$ cat src/design/aphq_pkg.sv
// shared types, constants and arithmetic helpers of the allpass hilbert quadrature block
`timescale 1ns / 1ps
`default_nettype none

package aphq_pkg;

    localparam int SAMPLE_BITS   = 24;
    localparam int SECTIONS      = 4;
    localparam int SEC_BITS      = 2;
    localparam int COEF_BITS     = 16;
    localparam int COEF_FRAC     = 15;
    localparam int STATE_BITS    = 32;
    localparam int PROD_BITS     = COEF_BITS + STATE_BITS;
    localparam int ALIGN_SHIFT   = 30 - SAMPLE_BITS;
    localparam int NUM_REGS      = 2 * SECTIONS;
    localparam int REG_SEL_BITS  = SEC_BITS + 1;
    localparam int REG_IDX_BITS  = 4;
    localparam int RAM_DEPTH     = 2 * SECTIONS;
    localparam int RAM_ADDR_BITS = SEC_BITS + 1;
    localparam int CNT_BITS      = 5;
    localparam int LAST_CNT      = 4 * SECTIONS;

    typedef logic signed [COEF_BITS-1:0]   coef_t;
    typedef logic signed [STATE_BITS-1:0]  acc_t;
    typedef logic signed [SAMPLE_BITS-1:0] sample_t;

    typedef enum logic [1:0] {
        ST_IDLE,
        ST_RUN,
        ST_HOLD
    } aphq_state_t;

    // in-phase sections 0..3, then quadrature sections 0..3
    localparam coef_t COEF_RESET [NUM_REGS] = '{
        -16'sd32752, -16'sd32304, -16'sd28368, -16'sd11664,
        -16'sd32688, -16'sd31360, -16'sd21472, -16'sd1760
    };

    localparam logic signed [STATE_BITS+1:0] ACC_MAX = 34'sd2147483647;
    localparam logic signed [STATE_BITS+1:0] ACC_MIN = -34'sd2147483648;
    localparam logic signed [STATE_BITS-ALIGN_SHIFT-1:0] OUT_MAX = 26'sd8388607;
    localparam logic signed [STATE_BITS-ALIGN_SHIFT-1:0] OUT_MIN = -26'sd8388608;

    // saturate a grown sum back to the 32-bit state range
    function automatic acc_t sat_acc(input logic signed [STATE_BITS+1:0] v);
        acc_t r;
        if (v > ACC_MAX)
            r = acc_t'(ACC_MAX);
        else if (v < ACC_MIN)
            r = acc_t'(ACC_MIN);
        else
            r = v[STATE_BITS-1:0];
        return r;
    endfunction

    // floor shift from Q3.29 down to the sample format, then saturate
    function automatic sample_t sat_out(input acc_t y);
        logic signed [STATE_BITS-ALIGN_SHIFT-1:0] v;
        sample_t r;
        v = y[STATE_BITS-1:ALIGN_SHIFT];
        if (v > OUT_MAX)
            r = sample_t'(OUT_MAX);
        else if (v < OUT_MIN)
            r = sample_t'(OUT_MIN);
        else
            r = v[SAMPLE_BITS-1:0];
        return r;
    endfunction

endpackage

`default_nettype wire

$ cat src/design/allpass_hilbert_quadrature.sv
// allpass iir hilbert transformer: two four-section allpass branches giving an i/q pair
// a request is accepted in ST_IDLE and run on the single shared 16x32 multiplier, which does
//   two products per section for both branches (16 multiplies a request); the result is then
//   loaded, via ST_HOLD while the output is stalled, and in_stall holds off new requests until then
// reset: coefficients return to their default values, all section states read as zero,
//   no result is pending
`timescale 1ns / 1ps
`default_nettype none

module allpass_hilbert_quadrature
    import aphq_pkg::*;
(
    input  wire logic                    clk,
    input  wire logic                    rst_n,
    // sample request channel
    input  wire logic                    in_valid,
    output logic                         in_stall,
    input  wire logic [SAMPLE_BITS-1:0]  sample_in,
    // result channel
    output logic                         out_valid,
    input  wire logic                    out_stall,
    output logic [SAMPLE_BITS-1:0]       i_out,
    output logic [SAMPLE_BITS-1:0]       q_out,
    // coefficient write channel
    input  wire logic                    cfg_valid,
    output logic                         cfg_ready,
    input  wire logic [REG_IDX_BITS-1:0] cfg_index,
    input  wire logic [COEF_BITS-1:0]    cfg_data
);

    // schedule inside one request, cnt = 4k + phase for section k:
    //   phase 0: multiply a_i[k] * x_i, read in-phase state k,
    //            write back quadrature state k-1 (k > 0)
    //   phase 1: multiply a_q[k] * x_q, read quadrature state k, y_i = a*x + s
    //   phase 2: multiply a_i[k] * y_i, y_q = a*x + s
    //   phase 3: multiply a_q[k] * y_q, write back in-phase state k = x - a*y
    //   cnt 16:  write back the last quadrature state and load the result
    // each state entry is read once and written back later in the same request, and the
    // next read of it belongs to the next request, so no forwarding is needed

    aphq_state_t state_reg, state_next;

    logic [CNT_BITS-1:0] cnt_reg;
    logic [1:0]          phase;
    logic [SEC_BITS-1:0] sec;
    logic                last_step;

    logic start;
    logic step;
    logic out_load;

    coef_t coef_reg [NUM_REGS];

    acc_t x_i_reg, x_q_reg;
    acc_t y_i_reg, y_q_reg;
    acc_t x_aligned;

    logic signed [PROD_BITS-1:0] prod_reg;
    logic signed [PROD_BITS-1:0] prod_next;
    logic signed [STATE_BITS:0]  prod_sh;
    coef_t                       mul_coef;
    acc_t                        mul_op;

    // state memory and its valid bits
    logic                     st_we;
    logic [RAM_ADDR_BITS-1:0] st_waddr;
    acc_t                     st_wdata;
    logic [RAM_ADDR_BITS-1:0] st_raddr;
    logic [STATE_BITS-1:0]    st_rdata;
    logic [RAM_DEPTH-1:0]     st_vld_reg;
    logic                     rd_vld_reg;
    acc_t                     st_rd;

    logic signed [STATE_BITS+1:0] y_sum;
    logic signed [STATE_BITS+1:0] s_diff;
    acc_t                         x_sel;

    logic                   out_valid_reg;
    logic [SAMPLE_BITS-1:0] i_out_reg, q_out_reg;
    logic                   out_free;

    assign phase     = cnt_reg[1:0];
    assign sec       = cnt_reg[SEC_BITS+1:2];
    assign last_step = (cnt_reg == CNT_BITS'(LAST_CNT));
    assign out_free  = !out_valid_reg || !out_stall;

    // control state machine
    always_comb
    begin
        state_next = state_reg;
        in_stall   = 1'b1;
        start      = 1'b0;
        step       = 1'b0;
        out_load   = 1'b0;
        case (state_reg)
            ST_IDLE:
            begin
                in_stall = 1'b0;
                if (in_valid)
                begin
                    start      = 1'b1;
                    state_next = ST_RUN;
                end
            end
            ST_RUN:
            begin
                step = 1'b1;
                if (last_step)
                begin
                    if (out_free)
                    begin
                        out_load   = 1'b1;
                        state_next = ST_IDLE;
                    end
                    else
                    begin
                        state_next = ST_HOLD;
                    end
                end
            end
            ST_HOLD:
            begin
                // result waits for the output register to free up
                if (out_free)
                begin
                    out_load   = 1'b1;
                    state_next = ST_IDLE;
                end
            end
            default:
            begin
                state_next = ST_IDLE;
            end
        endcase
    end

    always_ff @(posedge clk or negedge rst_n)
    begin
        if (!rst_n)
        begin
            state_reg <= ST_IDLE;
        end
        else
        begin
            state_reg <= state_next;
        end
    end

    always_ff @(posedge clk or negedge rst_n)
    begin
        if (!rst_n)
        begin
            cnt_reg <= '0;
        end
        else if (start)
        begin
            cnt_reg <= '0;
        end
        else if (step && !last_step)
        begin
            cnt_reg <= cnt_reg + CNT_BITS'(1);
        end
    end

    // coefficient registers, writes beyond the last register are dropped
    assign cfg_ready = 1'b1;

    always_ff @(posedge clk or negedge rst_n)
    begin
        if (!rst_n)
        begin
            for (int r = 0; r < NUM_REGS; r++)
            begin
                coef_reg[r] <= COEF_RESET[r];
            end
        end
        else if (cfg_valid && cfg_ready && (cfg_index < REG_IDX_BITS'(NUM_REGS)))
        begin
            coef_reg[cfg_index[REG_SEL_BITS-1:0]] <= cfg_data;
        end
    end

    // sample aligned from Q1.23 to Q3.29
    assign x_aligned = {{(STATE_BITS - SAMPLE_BITS - ALIGN_SHIFT){sample_in[SAMPLE_BITS-1]}},
                        sample_in, {ALIGN_SHIFT{1'b0}}};

    // shared multiplier: branch from phase bit 0, section from the counter
    assign mul_coef = coef_reg[{phase[0], sec}];

    always_comb
    begin
        case (phase)
            2'd0:    mul_op = x_i_reg;
            2'd1:    mul_op = x_q_reg;
            2'd2:    mul_op = y_i_reg;
            2'd3:    mul_op = y_q_reg;
            default: mul_op = x_i_reg;
        endcase
    end

    assign prod_next = mul_coef * mul_op;

    always_ff @(posedge clk)
    begin
        prod_reg <= prod_next;
    end

    // product truncated toward minus infinity back to Q3.29 (33 bits before saturation)
    assign prod_sh = prod_reg[PROD_BITS-1:COEF_FRAC];

    // state memory access
    assign st_raddr = {phase[0], sec};
    assign st_rd    = rd_vld_reg ? acc_t'(st_rdata) : '0;

    assign x_sel  = (phase == 2'd3) ? x_i_reg : x_q_reg;
    assign y_sum  = (STATE_BITS+2)'(prod_sh) + (STATE_BITS+2)'(st_rd);
    assign s_diff = (STATE_BITS+2)'(x_sel) - (STATE_BITS+2)'(prod_sh);

    always_comb
    begin
        st_we    = 1'b0;
        st_waddr = {1'b0, sec};
        st_wdata = sat_acc(s_diff);
        if (step)
        begin
            if (phase == 2'd3)
            begin
                st_we    = 1'b1;
                st_waddr = {1'b0, sec};
            end
            else if ((phase == 2'd0) && (cnt_reg != '0))
            begin
                // quadrature state of the section just finished
                st_we    = 1'b1;
                st_waddr = {1'b1, sec - SEC_BITS'(1)};
            end
        end
    end

    aphq_ram #(
        .WIDTH (STATE_BITS),
        .DEPTH (RAM_DEPTH)
    ) u_state_ram (
        .clk   (clk),
        .we    (st_we),
        .waddr (st_waddr),
        .wdata (st_wdata),
        .raddr (st_raddr),
        .rdata (st_rdata)
    );

    // entries never written read as zero
    always_ff @(posedge clk or negedge rst_n)
    begin
        if (!rst_n)
        begin
            st_vld_reg <= '0;
            rd_vld_reg <= 1'b0;
        end
        else
        begin
            if (st_we)
            begin
                st_vld_reg[st_waddr] <= 1'b1;
            end
            rd_vld_reg <= st_vld_reg[st_raddr];
        end
    end

    // branch signal registers
    always_ff @(posedge clk)
    begin
        if (start)
        begin
            x_i_reg <= x_aligned;
            x_q_reg <= x_aligned;
        end
        else if (step)
        begin
            case (phase)
                2'd0:
                begin
                    if (cnt_reg != '0)
                    begin
                        x_q_reg <= y_q_reg;
                    end
                end
                2'd1:
                begin
                    y_i_reg <= sat_acc(y_sum);
                end
                2'd2:
                begin
                    y_q_reg <= sat_acc(y_sum);
                end
                2'd3:
                begin
                    x_i_reg <= y_i_reg;
                end
                default:
                begin
                    x_i_reg <= x_i_reg;
                end
            endcase
        end
    end

    // output register
    always_ff @(posedge clk or negedge rst_n)
    begin
        if (!rst_n)
        begin
            out_valid_reg <= 1'b0;
        end
        else if (out_load)
        begin
            out_valid_reg <= 1'b1;
        end
        else if (!out_stall)
        begin
            out_valid_reg <= 1'b0;
        end
    end

    always_ff @(posedge clk)
    begin
        if (out_load)
        begin
            i_out_reg <= sat_out(y_i_reg);
            q_out_reg <= sat_out(y_q_reg);
        end
    end

    assign out_valid = out_valid_reg;
    assign i_out     = i_out_reg;
    assign q_out     = q_out_reg;

endmodule

`default_nettype wire

$ cat src/design/aphq_ram.sv
// generic single-port-write, single-port-read ram with registered read data
`timescale 1ns / 1ps
`default_nettype none

module aphq_ram #(
    parameter int WIDTH = 32,
    parameter int DEPTH = 8
) (
    input  wire logic                     clk,
    input  wire logic                     we,
    input  wire logic [$clog2(DEPTH)-1:0] waddr,
    input  wire logic [WIDTH-1:0]         wdata,
    input  wire logic [$clog2(DEPTH)-1:0] raddr,
    output logic      [WIDTH-1:0]         rdata
);

    logic [WIDTH-1:0] mem [DEPTH];

    always_ff @(posedge clk)
    begin
        if (we)
        begin
            mem[waddr] <= wdata;
        end
        rdata <= mem[raddr];
    end

endmodule

`default_nettype wire
$ cat config.mk
export PLATFORM = sky130hd
export DESIGN_NAME = allpass_hilbert_quadrature
export DESIGN_NICKNAME = d
export VERILOG_FILES = /design/src/design/aphq_pkg.sv /design/src/design/allpass_hilbert_quadrature.sv /design/src/design/aphq_ram.sv
export SDC_FILE = /design/constraint.sdc
export NUM_CORES = 2
export LEC_CHECK = 0
export BUFFER_PORTS_ARGS = -buffer_cell sky130_fd_sc_hd__buf_4
export CAP_MARGIN = 30
export CORE_UTILIZATION = 40
export DETAILED_ROUTE_END_ITERATION = 6
export SYNTH_ARGS = -nofsm -noshare
export SYNTH_HDL_FRONTEND = slang
export SYNTH_SLANG_ARGS = --single-unit
$ cat constraint.sdc
create_clock -name clk -period 11.75 [get_ports clk]
set_clock_uncertainty 0.15 [all_clocks]
set_input_delay 0 -clock clk [delete_from_list [all_inputs] [get_ports clk]]
set_output_delay 0 -clock clk [all_outputs]
set_load 0.1 [all_outputs]
==> impl_metrics.ini <==
[layout]
largest_reg_flops = 256
seq_area_um2 = 17800
num-fill-cells = 10500
final_common_cell = inv_1
diodes = 0
final_cell_mix = inv_1, nand2_1, fa_1
layout-drive-gt1-share_pct = 15.6
multi_input_area_um2 = 26000
layout.nets = 4990
final_cell_area_um2 = 52400
syn_to_final_growth_pct = 12.2

[drt]
drtAntennaViolNets = 0
drc = 0
wire_per_inst_um = 23.1
vias = 31800
drt_iter0_markers = 2729
finalWirelength_um = 135000
first_pass_iters = 6
vias_per_cell = 5.45

[setup_path]
crit_path_start = cnt_reg[0]
crit_path_max_fanout = 43
reg2reg_to = prod_reg[44]
critPathKind = flip-flop to flip-flop
critPathCaptureType = flip-flop
r2r_start = cnt_reg[0]
r2r_slack_ns = 2.41
r2r_cells = 27
start_kind = flip-flop
worst_ep_required_time_ns = 12.15
crit_arrival_ns = 9.74

[clocking]
clkTransAtPathRegs_ns = 0.06
cts_max_level = 3
cts_sinks = 642
cts_max_path_buffers = 3
cts_buffers = 69
cts_resized = 0
insertion_delay_ns = 0.63
cts_root_buffer = clkbuf_16
cts_tree = done

[global_route]
grt_remaining_overflow = 0
grt_max_degree = 67
grt_first_pass_wirelength_um = 207000
grtUsageTotal_pct = 23.4
antenna_found_initial = 6
grt_pass1_vias = 33100

[placed_design]
io_buffer_count = 98
pre_cts_ws_ns = 2.53
dpl.hpwl_um = 100000
gp_congestion = 0.939
postPlaceCellArea_um2 = 49500

[timing]
rsz0062_at_grt = false
layout_min_cycle_time_ns = 9.34
finalSetupViolCount = 0
whs_ns = 0.0176
timing.final.ws_setup_ns = 2.41
worst_pin_slew_ns = 1.14
clock.fmax_ghz = 0.107
setup_tns_ns = 0
hold_viol = 0
drv_slew = 0
period_share_pct = 79.5
slew_headroom_pct = 22.0

[run]
cap_violations = 0

[synthesis]
avgSynthCellArea_um2 = 11.3
syn_inst = 4138
synth_warnings = 0
synth_edf_count = 420
netlist-cell-type-count = 88
syn_area_um2 = 46700
yosysSeqAreaShare_pct = 38.2
syn_nets = 4861
ys.flop_type = edfxtp_1
synth-async-reset-ratio_pct = 22.6
ys_ff_latch = 642

[min_path]
hold_class = input pin to flip-flop
holdPathStages = 4
hold_end = coef_reg[74]
min_from = cfg_index[3]

[outcome]
status = completed

[floorplanning]
dieArea_um2 = 118000
start_util_pct = 40.6
fp.dieW_um = 344
die-height_um = 344
core-area_um2 = 115000
rows = 124
num_io_pins = 100
## per-stage QoR
stage / instances / utilization [%]
2_1_floorplan: 4138 / -
3_3_place_gp: 5644 / 42.9
3_5_place_dp: 5660 / 43.1
4_1_cts: 5832 / 45.5
5_1_grt: 5834 / 45.5
6_report: 5834 / 45.5
## routing by layer
metal  global-route usage (%)  vias up  part of all wire [%]
li1                         -    14000                     -
met1                     32.4    16400                    43
met2                     36.9     1176                    46
met3                     5.45      214                   8.5
met4                     6.42        4                   2.6
met5                        0        -                 0.016
## cells in the mapped netlist (60+ instances only)
cell type | number | area (um^2)
fa_1 | 487 | 9750
a21o_1 | 60 | 450
dfxtp_1 | 77 | 1540
o21ai_0 | 76 | 380
dfrtp_1 | 107 | 2680
nand2_1 | 502 | 1880
a21oi_1 | 153 | 766
mux2_2 | 183 | 2060
edfxtp_1 | 420 | 12600
inv_1 | 625 | 2350
mux4_2 | 98 | 2210
nor2_1 | 340 | 1280
clkbuf_1 | 125 | 469
ha_1 | 187 | 2340
xnor2_1 | 66 | 578
## kinds of logic after synthesis
| group | after synthesis | synth area share (%) |
|---|---|---|
| simple gates | 1080 | 9.97 |
| buf+inv | 795 | 6.46 |
| fa+ha+maj | 674 | 25.9 |
| flops | 642 | 38.2 |
| compound gates | 517 | 7.38 |
| mux | 322 | 10.0 |
| xor+xnor | 107 | 2.01 |
| other cells | 1 | 0.00804 |
## worst max path at each step
| stage | end | cells after the start |
|---|---|---|
| after detailed placement | prod_reg[47] | 27 |
| final | prod_reg[44] | 27 |
| after CTS | prod_reg[47] | 27 |
| after global routing | prod_reg[44] | 27 |
| after floorplan | prod_reg[40] | 28 |
| after global placement | prod_reg[47] | 26 |
## critical path: stages, from the launching register on
cell      delay, ns
dfrtp_2        0.36
buf_4          0.51
ha_2           0.80
buf_4          0.41
buf_4          0.38
a22oi_1        0.12
nand2_1        0.12
mux2_2         0.37
nand2_1        0.13
fa_1           0.57
inv_1          0.05
fa_1           0.49
fa_1           0.64
fa_1           0.46
fa_1           0.50
inv_1          0.05
fa_1           0.47
inv_1          0.04
ha_1           0.34
nand2_1        0.10
o21ai_0        0.26
a311oi_1       0.09
nor3_1         0.69
nor2_2         0.15
a21o_1         0.30
o311a_4        0.43
o21bai_2       0.13
xor2_1         0.16
## area by class of cell
cell class / count / area share (%)
sequential: 642 / 34.1
clock inverter: 30 / 0.746
timing repair buffer: 226 / 3.69
multi-input combinational: 2701 / 49.7
clock buffer: 96 / 3.72
inverter: 627 / 4.50
tap: 1512 / 3.61
## what timing repair did
item                       CTS  global route
setup endpoints to repair    0             0
hold endpoints to repair   293             0
hold buffers                46             0
setup buffers                0             0
Power is left out: the tool's default activity adds up to more than one toggle a clock period on the data nets, which glitch-free logic cannot reach.
